## src/hdl/message_type_sniffer_ring_assert.svh

```systemverilog
// assertion helpers, clocked on clk and held off while rst_n is low
`ifndef MESSAGE_TYPE_SNIFFER_RING_ASSERT_SVH
`define MESSAGE_TYPE_SNIFFER_RING_ASSERT_SVH

// same-cycle implication
`define MTSR_ASSERT_IMPL(lbl, ante, cons) \
  lbl: assert property (@(posedge clk) disable iff (!rst_n) (ante) |-> (cons)) \
    else $error("message_type_sniffer_ring assertion failed");

// next-cycle implication
`define MTSR_ASSERT_NEXT(lbl, ante, cons) \
  lbl: assert property (@(posedge clk) disable iff (!rst_n) (ante) |=> (cons)) \
    else $error("message_type_sniffer_ring assertion failed");

`endif

```

## src/hdl/mtsr_pkg.sv

```systemverilog
`default_nettype none

package mtsr_pkg;

  localparam int RING_DEPTH_DEF = 16;
  localparam int OP_FIFO_DEPTH  = 4;
  localparam int OUT_FIFO_DEPTH = 4;
  localparam int SEQ_W          = 32;
  localparam int TIME_W         = 63;
  localparam int BYTE_W         = 8;

  typedef enum logic [2:0] {
    MT_UNKNOWN = 3'd0,
    MT_HELLO   = 3'd1,
    MT_ADV     = 3'd2,
    MT_SYNC    = 3'd3,
    MT_BIS     = 3'd4,
    MT_LOG     = 3'd5
  } msg_type_t;

  typedef enum logic {
    KIND_BYTE  = 1'b0,
    KIND_QUERY = 1'b1
  } kind_t;

  typedef struct packed {
    kind_t               kind;
    logic [BYTE_W-1:0]   line_byte;
    logic                line_last;
    logic [TIME_W-1:0]   arrival_time;
    logic [SEQ_W-1:0]    query_seq;
  } in_word_t;

  typedef struct packed {
    logic                hit;
    msg_type_t           message_type;
    logic [SEQ_W-1:0]    message_seq;
    logic [TIME_W-1:0]   message_time;
    logic [SEQ_W-1:0]    newest_seq;
  } out_word_t;

  // operation handed from the scanner to the ring
  typedef struct packed {
    logic                is_query;
    msg_type_t           msg_type;
    logic [TIME_W-1:0]   arrival_time;
    logic [SEQ_W-1:0]    query_seq;
  } op_t;

endpackage

`default_nettype wire

```

## src/hdl/message_type_sniffer_ring.sv

```systemverilog
// a query's result passes through the op queue, the ring read stage and the result queue on its way to the result ports
// throughput: one word per cycle, bytes and queries alike, while the op queue is not full,
// set by the single ring write/read port; a query leaves the op queue only when the result queue has room
// reset: synchronous rst_n clears the scanner, the line counter and both queues;
// the ring needs no clearing pass, a query's result only uses slots inside the written window
`default_nettype none

`include "message_type_sniffer_ring_assert.svh"

module message_type_sniffer_ring #(
  parameter int RING_DEPTH = mtsr_pkg::RING_DEPTH_DEF
) (
  input  logic                clk,
  input  logic                rst_n,
  input  logic                in_push,
  output logic                in_full,
  input  mtsr_pkg::in_word_t  in_word,
  output logic                out_empty,
  input  logic                out_pop,
  output mtsr_pkg::out_word_t out_word
);

  import mtsr_pkg::*;

  localparam int OP_W  = $bits(op_t);
  localparam int OUT_W = $bits(out_word_t);
  localparam int OCW   = $clog2(OUT_FIFO_DEPTH + 1);
  localparam int OPCW  = $clog2(OP_FIFO_DEPTH + 1);

  logic      in_acc;
  logic      op_push, op_full, op_empty, op_pop;
  op_t       op_wr, op_rd;
  logic      out_push, out_full;
  out_word_t out_wr;
  logic [OCW-1:0]  out_count;
  logic [OPCW-1:0] op_count;

  assign in_full = op_full;
  assign in_acc  = in_push && !op_full;

  mtsr_front u_front (
    .clk     (clk),
    .rst_n   (rst_n),
    .in_acc  (in_acc),
    .in_word (in_word),
    .op_push (op_push),
    .op_word (op_wr)
  );

  mtsr_fifo #(
    .WIDTH (OP_W),
    .DEPTH (OP_FIFO_DEPTH)
  ) u_op_fifo (
    .clk     (clk),
    .rst_n   (rst_n),
    .push    (op_push),
    .wr_data (op_wr),
    .full    (op_full),
    .pop     (op_pop),
    .rd_data (op_rd),
    .empty   (op_empty),
    .count   (op_count)
  );

  mtsr_back #(
    .RING_DEPTH (RING_DEPTH),
    .OUT_DEPTH  (OUT_FIFO_DEPTH)
  ) u_back (
    .clk       (clk),
    .rst_n     (rst_n),
    .op_valid  (!op_empty),
    .op_word   (op_rd),
    .op_pop    (op_pop),
    .out_count (out_count),
    .out_push  (out_push),
    .out_word  (out_wr)
  );

  mtsr_fifo #(
    .WIDTH (OUT_W),
    .DEPTH (OUT_FIFO_DEPTH)
  ) u_out_fifo (
    .clk     (clk),
    .rst_n   (rst_n),
    .push    (out_push),
    .wr_data (out_wr),
    .full    (out_full),
    .pop     (out_pop),
    .rd_data (out_word),
    .empty   (out_empty),
    .count   (out_count)
  );

  `MTSR_ASSERT_IMPL(a_out_no_overflow, out_push, !out_full)
  `MTSR_ASSERT_NEXT(a_query_reaches_queue, op_pop && op_rd.is_query, out_push)
  `MTSR_ASSERT_IMPL(a_hit_in_window, !out_empty && out_word.hit,
                    out_word.message_seq != '0 && out_word.message_seq <= out_word.newest_seq)
  `MTSR_ASSERT_IMPL(a_full_stalls_input, in_full, op_count == OPCW'(OP_FIFO_DEPTH) && !in_acc)

endmodule

`default_nettype wire

```

## src/hdl/mtsr_fifo.sv

```systemverilog
`default_nettype none

module mtsr_fifo #(
  parameter int  WIDTH = 8,
  parameter int  DEPTH = 4,
  localparam int CW    = $clog2(DEPTH + 1)
) (
  input  logic             clk,
  input  logic             rst_n,
  input  logic             push,
  input  logic [WIDTH-1:0] wr_data,
  output logic             full,
  input  logic             pop,
  output logic [WIDTH-1:0] rd_data,
  output logic             empty,
  output logic [CW-1:0]    count
);

  localparam int PW = $clog2(DEPTH);

  logic [WIDTH-1:0] store_r [DEPTH];
  logic [PW-1:0]    wr_ptr_r, wr_ptr_nxt;
  logic [PW-1:0]    rd_ptr_r, rd_ptr_nxt;
  logic [CW-1:0]    count_r, count_nxt;
  logic             do_push, do_pop;

  assign full    = (count_r == CW'(DEPTH));
  assign empty   = (count_r == '0);
  assign count   = count_r;
  assign rd_data = store_r[rd_ptr_r];
  assign do_push = push && !full;
  assign do_pop  = pop && !empty;

  always_comb begin
    wr_ptr_nxt = wr_ptr_r;
    rd_ptr_nxt = rd_ptr_r;
    count_nxt  = count_r;
    if (do_push) begin
      wr_ptr_nxt = (wr_ptr_r == PW'(DEPTH - 1)) ? '0 : wr_ptr_r + PW'(1);
    end
    if (do_pop) begin
      rd_ptr_nxt = (rd_ptr_r == PW'(DEPTH - 1)) ? '0 : rd_ptr_r + PW'(1);
    end
    if (do_push && !do_pop) begin
      count_nxt = count_r + CW'(1);
    end else if (do_pop && !do_push) begin
      count_nxt = count_r - CW'(1);
    end
  end

  always_ff @(posedge clk) begin
    if (!rst_n) begin
      wr_ptr_r <= '0;
      rd_ptr_r <= '0;
      count_r  <= '0;
    end else begin
      wr_ptr_r <= wr_ptr_nxt;
      rd_ptr_r <= rd_ptr_nxt;
      count_r  <= count_nxt;
    end
  end

  always_ff @(posedge clk) begin
    if (do_push) begin
      store_r[wr_ptr_r] <= wr_data;
    end
  end

endmodule

`default_nettype wire

```

## src/hdl/mtsr_front.sv

```systemverilog
`default_nettype none

module mtsr_front (
  input  logic               clk,
  input  logic               rst_n,
  input  logic               in_acc,
  input  mtsr_pkg::in_word_t in_word,
  output logic               op_push,
  output mtsr_pkg::op_t      op_word
);

  import mtsr_pkg::*;

  typedef enum logic [2:0] {
    PH_KEY,
    PH_COLON,
    PH_SPACE,
    PH_VALUE,
    PH_DONE
  } phase_t;

  localparam logic [7:0] CH_QUOTE = 8'h22;
  localparam logic [7:0] CH_COLON = 8'h3A;
  localparam logic [7:0] CH_SPACE = 8'h20;
  localparam logic [7:0] CH_TAB   = 8'h09;
  localparam int         KW_COUNT = 5;
  localparam logic [4:0] ALL_ALIVE = 5'b11111;

  function automatic logic [7:0] key_char(input logic [2:0] pos);
    logic [7:0] c;
    unique case (pos)
      3'd0:    c = CH_QUOTE;
      3'd1:    c = 8'h74;
      3'd2:    c = 8'h79;
      3'd3:    c = 8'h70;
      3'd4:    c = 8'h65;
      3'd5:    c = CH_QUOTE;
      default: c = 8'h00;
    endcase
    return c;
  endfunction

  // hello, adv, sync, bis, log
  function automatic logic [7:0] kw_char(input logic [2:0] k, input logic [2:0] pos);
    logic [7:0] c;
    unique case ({k, pos})
      {3'd0, 3'd0}: c = 8'h68;
      {3'd0, 3'd1}: c = 8'h65;
      {3'd0, 3'd2}: c = 8'h6C;
      {3'd0, 3'd3}: c = 8'h6C;
      {3'd0, 3'd4}: c = 8'h6F;
      {3'd1, 3'd0}: c = 8'h61;
      {3'd1, 3'd1}: c = 8'h64;
      {3'd1, 3'd2}: c = 8'h76;
      {3'd2, 3'd0}: c = 8'h73;
      {3'd2, 3'd1}: c = 8'h79;
      {3'd2, 3'd2}: c = 8'h6E;
      {3'd2, 3'd3}: c = 8'h63;
      {3'd3, 3'd0}: c = 8'h62;
      {3'd3, 3'd1}: c = 8'h69;
      {3'd3, 3'd2}: c = 8'h73;
      {3'd4, 3'd0}: c = 8'h6C;
      {3'd4, 3'd1}: c = 8'h6F;
      {3'd4, 3'd2}: c = 8'h67;
      default:      c = 8'h00;
    endcase
    return c;
  endfunction

  function automatic logic [2:0] kw_len(input logic [2:0] k);
    logic [2:0] n;
    unique case (k)
      3'd0:    n = 3'd5;
      3'd2:    n = 3'd4;
      default: n = 3'd3;
    endcase
    return n;
  endfunction

  phase_t     phase_r, phase_nxt, s_phase;
  logic [2:0] pos_r, pos_nxt, s_pos;
  logic [4:0] alive_r, alive_nxt, s_alive;
  msg_type_t  found_r, found_nxt, s_found;

  logic [7:0] b;
  logic [2:0] v_pos_in, v_pos;
  logic [4:0] v_alive_in, v_alive;
  logic       v_hit, v_done;
  msg_type_t  v_type;
  logic       is_byte;

  assign b       = in_word.line_byte;
  assign is_byte = (in_word.kind == KIND_BYTE);

  // one step of the prefix match, from a fresh start when leaving the space phase
  always_comb begin
    v_pos_in   = (phase_r == PH_SPACE) ? 3'd0 : pos_r;
    v_alive_in = (phase_r == PH_SPACE) ? ALL_ALIVE : alive_r;
    for (int k = 0; k < KW_COUNT; k++) begin
      v_alive[k] = v_alive_in[k] && (v_pos_in < kw_len(3'(k)))
                   && (kw_char(3'(k), v_pos_in) == b);
    end
    v_pos  = v_pos_in + 3'd1;
    v_hit  = 1'b0;
    v_type = MT_UNKNOWN;
    for (int k = 0; k < KW_COUNT; k++) begin
      if (!v_hit && v_alive[k] && (kw_len(3'(k)) == v_pos)) begin
        v_hit  = 1'b1;
        v_type = msg_type_t'(3'(k + 1));
      end
    end
    v_done = v_hit || (v_alive == '0);
  end

  always_comb begin
    s_phase = phase_r;
    s_pos   = pos_r;
    s_alive = alive_r;
    s_found = found_r;
    unique case (phase_r)
      PH_KEY: begin
        if (b == key_char(pos_r)) begin
          if (pos_r == 3'd5) begin
            s_phase = PH_COLON;
            s_pos   = 3'd0;
          end else begin
            s_pos = pos_r + 3'd1;
          end
        end else begin
          s_pos = (b == CH_QUOTE) ? 3'd1 : 3'd0;
        end
      end
      PH_COLON: begin
        if (b == CH_COLON) begin
          s_phase = PH_SPACE;
        end
      end
      PH_SPACE: begin
        if (b != CH_SPACE && b != CH_TAB) begin
          s_phase = PH_VALUE;
          s_pos   = 3'd0;
          s_alive = ALL_ALIVE;
          if (b != CH_QUOTE) begin
            s_pos   = v_pos;
            s_alive = v_alive;
            if (v_done) begin
              s_phase = PH_DONE;
              s_found = v_type;
            end
          end
        end
      end
      PH_VALUE: begin
        s_pos   = v_pos;
        s_alive = v_alive;
        if (v_done) begin
          s_phase = PH_DONE;
          s_found = v_type;
        end
      end
      default: begin
      end
    endcase
  end

  always_comb begin
    phase_nxt = phase_r;
    pos_nxt   = pos_r;
    alive_nxt = alive_r;
    found_nxt = found_r;
    if (in_acc && is_byte) begin
      if (in_word.line_last) begin
        phase_nxt = PH_KEY;
        pos_nxt   = 3'd0;
        alive_nxt = ALL_ALIVE;
        found_nxt = MT_UNKNOWN;
      end else begin
        phase_nxt = s_phase;
        pos_nxt   = s_pos;
        alive_nxt = s_alive;
        found_nxt = s_found;
      end
    end
  end

  assign op_push = in_acc && (!is_byte || in_word.line_last);

  always_comb begin
    op_word.is_query     = !is_byte;
    op_word.msg_type     = (s_phase == PH_DONE) ? s_found : MT_UNKNOWN;
    op_word.arrival_time = in_word.arrival_time;
    op_word.query_seq    = in_word.query_seq;
  end

  always_ff @(posedge clk) begin
    if (!rst_n) begin
      phase_r <= PH_KEY;
      pos_r   <= 3'd0;
      alive_r <= ALL_ALIVE;
      found_r <= MT_UNKNOWN;
    end else begin
      phase_r <= phase_nxt;
      pos_r   <= pos_nxt;
      alive_r <= alive_nxt;
      found_r <= found_nxt;
    end
  end

endmodule

`default_nettype wire

```

## src/hdl/mtsr_back.sv

```systemverilog
`default_nettype none

module mtsr_back #(
  parameter int  RING_DEPTH = 16,
  parameter int  OUT_DEPTH  = 4,
  localparam int CW         = $clog2(OUT_DEPTH + 1)
) (
  input  logic                clk,
  input  logic                rst_n,
  input  logic                op_valid,
  input  mtsr_pkg::op_t       op_word,
  output logic                op_pop,
  input  logic [CW-1:0]       out_count,
  output logic                out_push,
  output mtsr_pkg::out_word_t out_word
);

  import mtsr_pkg::*;

  localparam int AW = $clog2(RING_DEPTH);

  typedef struct packed {
    msg_type_t         msg_type;
    logic [TIME_W-1:0] arrival_time;
  } slot_t;

  slot_t ring_mem [RING_DEPTH];

  logic [SEQ_W-1:0] wcount_r, wcount_nxt;
  logic [AW-1:0]    widx_r, widx_nxt;
  logic             b_valid_r, b_valid_nxt;
  logic             b_hit_r;
  logic [SEQ_W-1:0] b_seq_r;
  logic [SEQ_W-1:0] b_newest_r;
  slot_t            rd_slot_r;

  logic             space_ok, go, do_wr, do_rd, in_win;
  logic [SEQ_W-1:0] seq_age;
  logic [AW+1:0]    diff;
  logic [AW-1:0]    rd_idx;

  // room in the result queue, counting the query already in the read stage
  assign space_ok = ({1'b0, out_count} + (CW+1)'(b_valid_r)) < (CW+1)'(OUT_DEPTH);
  assign go       = op_valid && (!op_word.is_query || space_ok);
  assign op_pop   = go;
  assign do_wr    = go && !op_word.is_query;
  assign do_rd    = go && op_word.is_query;

  // window check and slot of the asked sequence number
  always_comb begin
    seq_age = wcount_r - op_word.query_seq;
    in_win  = (op_word.query_seq != '0) && (op_word.query_seq <= wcount_r)
              && (seq_age < SEQ_W'(RING_DEPTH));
    diff    = {2'b00, widx_r} - (AW+2)'(1) - {2'b00, seq_age[AW-1:0]};
    rd_idx  = diff[AW+1] ? AW'(diff + (AW+2)'(RING_DEPTH)) : diff[AW-1:0];
  end

  always_comb begin
    wcount_nxt  = wcount_r;
    widx_nxt    = widx_r;
    b_valid_nxt = do_rd;
    if (do_wr) begin
      wcount_nxt = wcount_r + SEQ_W'(1);
      widx_nxt   = ((widx_r == AW'(RING_DEPTH - 1)) || (wcount_r == '1))
                   ? '0 : widx_r + AW'(1);
    end
  end

  always_ff @(posedge clk) begin
    if (!rst_n) begin
      wcount_r  <= '0;
      widx_r    <= '0;
      b_valid_r <= 1'b0;
    end else begin
      wcount_r  <= wcount_nxt;
      widx_r    <= widx_nxt;
      b_valid_r <= b_valid_nxt;
    end
  end

  always_ff @(posedge clk) begin
    if (do_rd) begin
      b_hit_r    <= in_win;
      b_seq_r    <= op_word.query_seq;
      b_newest_r <= wcount_r;
    end
  end

  always_ff @(posedge clk) begin
    if (do_wr) begin
      ring_mem[widx_r] <= '{msg_type: op_word.msg_type, arrival_time: op_word.arrival_time};
    end
    if (do_rd) begin
      rd_slot_r <= ring_mem[rd_idx];
    end
  end

  assign out_push = b_valid_r;

  always_comb begin
    out_word.hit          = b_hit_r;
    out_word.message_type = b_hit_r ? rd_slot_r.msg_type : MT_UNKNOWN;
    out_word.message_seq  = b_hit_r ? b_seq_r : '0;
    out_word.message_time = b_hit_r ? rd_slot_r.arrival_time : '0;
    out_word.newest_seq   = b_newest_r;
  end

endmodule

`default_nettype wire
```

## config.mk

```make
export PLATFORM = sky130hd
export DESIGN_NAME = message_type_sniffer_ring
export DESIGN_NICKNAME = d
export VERILOG_FILES = /design/src/hdl/mtsr_pkg.sv /design/src/hdl/message_type_sniffer_ring.sv /design/src/hdl/mtsr_fifo.sv /design/src/hdl/mtsr_front.sv /design/src/hdl/mtsr_back.sv
export VERILOG_INCLUDE_DIRS = /design/src /design/src/hdl
export SDC_FILE = /design/constraint.sdc
export NUM_CORES = 2
export LEC_CHECK = 0
export BUFFER_PORTS_ARGS = -buffer_cell sky130_fd_sc_hd__buf_2
export CAP_MARGIN = 20
export CORE_MARGIN = 2
export CORE_UTILIZATION = 45
export DETAILED_ROUTE_END_ITERATION = 12
export SLEW_MARGIN = 5
export SYNTH_ARGS = -nofsm -noshare
export SYNTH_HDL_FRONTEND = slang
export SYNTH_SLANG_ARGS = --single-unit
```

## constraint.sdc

```tcl
create_clock -name clk -period 29.1 [get_ports clk]
set_clock_uncertainty 0.05 [all_clocks]
set_input_delay 1.455 -clock clk [delete_from_list [all_inputs] [get_ports clk]]
set_output_delay 1.455 -clock clk [all_outputs]
set_load 0.02 [all_outputs]
```

==> out/metrics.cfg <==
[outcome]
status = complete, no violations

[cts]
clockBufferDepth = 3
clockRootBuffer = clkbuf_16
numCtsBuffers = 211
htreeDepth = 4
cts_hold_buf = 0
cts_resized = 0
clk_latency_ps = 850
cts_setup_buffers = 0
clk_pin_slew_ps = 70
cts_tree = yes
cts_sinks = 2176

[grt]
grt_antenna_before_repair = 33
grt_max_degree = 166
grt_pass1_wl_microns = 278000
grt_util_all_layers_pct = 20.0
grt_overflow = 0
grt_pass1_vias = 40000

[critical_path]
crit_end = u_back.rd_slot_r[17]
worstReg2RegEnd = u_back.rd_slot_r[17]
critical_path_class = flip-flop to flip-flop
crit_fanout = 120
arrival_ps = 6350
reg2regPathDepth = 9
rrSetupSlack_ps = 23260
worstPathRequired_ps = 29610
endpoint_kind = flip-flop
start_kind = flip-flop

[sta]
slew_violations = 0
hold_violations = 0
setup_tns_ps = 0
fin_crit_sh_pct = 20.1
max_slew_margin_pct = 24.9
tightest_slew_ps = 1130
min_period_ps = 5840
clock.fmax_mhz = 171
rsz0062_at_grt = no
timing.final.ws_setup_ps = 23260
setup_viol = 0

[logic_synthesis]
synth-edff-count = 2107
ys_types = 84
synth_warnings = 0
synth_ff_type = edfxtp_1
syn_inst = 3872
ys_seq_area_share_pct = 76.9
ys_ff_latch = 2176
syn_area_per_cell_sq_um = 21.7
synth_fp_nets = 4045
netlist_area_sq_um = 84100
synthArstFlopShare_pct = 0

[detailed_routing]
totalWireLength_microns = 190000
drc_errors = 0
via_per_inst = 5.70
first_iter_violations = 3706
drt.antenna.violating_nets = 0
wl_per_cell_microns = 27.6
routed-via-count = 39200
first_pass_iters = 5

[finish]
fin_nets = 4387
area_growth_pct = 13.2
layout_commonest_cell = edfxtp_1
drive_gt1_share_pct = 27.9
mostFrequentLayoutCells = edfxtp_1 (2107), mux4_2 (560), buf_2 (242)

[job]
max_cap_violations = 0

[power]
irDropWorstVdd_mv = 0.435
p_leak_nw = 30.2
powerDensity_nw_per_um2 = 123

[floorplan]
row_count = 158
die_area_sq_um = 190000
start_util_pct = 45.3
ioPinCount = 242
coreArea_sq_um = 186000
chipWidth_microns = 436
die_y_microns = 436

[place]
pre_cts_ws_ps = 22980
io_buffers = 241
dp_hpwl_microns = 107000
place_congestion = 0.862

[worst_hold_path]
min_path_type = flip-flop to flip-flop
hold_path_depth = 2

flip-flops by register name, indices dropped and copies added (netlist names), 4 cells and up, named ones only:
signal and flops:
u_out_fifo.store_r 524, u_back.wcount_r 32, u_front.alive_r 5, u_back.b_seq_r 32, u_back.b_newest_r 32, u_back.ring_mem 1056
u_op_fifo.store_r 396, u_back.rd_slot_r 66, u_back.widx_r 4
worst min path at each step:
stage                  startpoint                 end  slack (ps)
2_1_floorplan  u_front.found_r[0]  u_front.found_r[0]         390
3_3_place_gp   u_front.found_r[0]  u_front.found_r[0]         400
3_5_place_dp   u_front.found_r[0]  u_front.found_r[0]         410
4_1_cts        u_front.found_r[0]  u_front.found_r[0]         430
5_1_grt        u_front.found_r[0]  u_front.found_r[0]         440
6_report       u_front.found_r[0]  u_front.found_r[0]         420
cell type report:
cell class                 count  area (sq um)
tap                         2480          3100
timing repair buffer         315          1820
clock inverter               122          1130
sequential                  2176         64700
clock buffer                 275          5590
fill                       14400         90400
antenna                        2          5.00
multi-input combinational   1433         18600
inverter                      77           289
cells in the mapped netlist (all sizes together), types with 30 or more instances:
library cell | n | area (sq um)
a21oi | 67 | 343
nor3 | 30 | 155
xnor2 | 41 | 359
nor2 | 79 | 299
o21ai | 41 | 205
nand2 | 73 | 274
edfxtp | 2107 | 63300
ha | 60 | 751
buf | 49 | 215
mux4 | 560 | 12600
dfxtp | 69 | 1380
nand3 | 33 | 165
clkbuf | 137 | 514
inv | 77 | 289
and2 | 142 | 891
cell families (layout without fill, tap and decap cells):
family | after synthesis | count (layout) | synth area share (%)
XOR/XNOR | 56 | 56 | 0.583
AO/OA/AOI/OAI | 240 | 240 | 1.94
flip-flops | 2176 | 2176 | 76.9
other | 0 | 2 | 0
adder cells (fa/ha/maj) | 64 | 64 | 0.988
multiplexers | 574 | 574 | 15.2
buffers and inverters | 263 | 789 | 1.21
AND/OR/NAND/NOR | 499 | 499 | 3.26
metal layers:
layer	track usage, %	share of wire, %
met1	27.7	42
met2	33.4	50
met3	2.99	5.6
met4	5.19	2.2
met5	0	0
worst max-delay path: stages, from the launching register on:
cell and delay, ps:
dfxtp_4 740, buf_4 550, mux4_2 430, ha_1 330, inv_1 70, ha_4 720, buf_12 670, buf_4 760
mux4_2 610, mux4_2 480
through the flow:
step	cells	total power, mW	utilization [%]	instance area (sq um)	hold WS (ps)
after global routing	6880	12.3	51.3	95200	445
after CTS	6877	11.9	51.3	95200	425
after global placement	6479	9.10	47.7	88500	402
final	6880	11.7	51.3	95200	425
after detailed placement	6480	9.22	47.7	88500	411
after floorplan	3872	7.95	-	84100	389
where the power goes:
group / switching [mW] / internal (mW)
clock network: 1.15 / 1.49
logic: 2.38 / 2.32
registers: 0.155 / 4.19
Note: power is estimated with default switching activity, not from simulation.
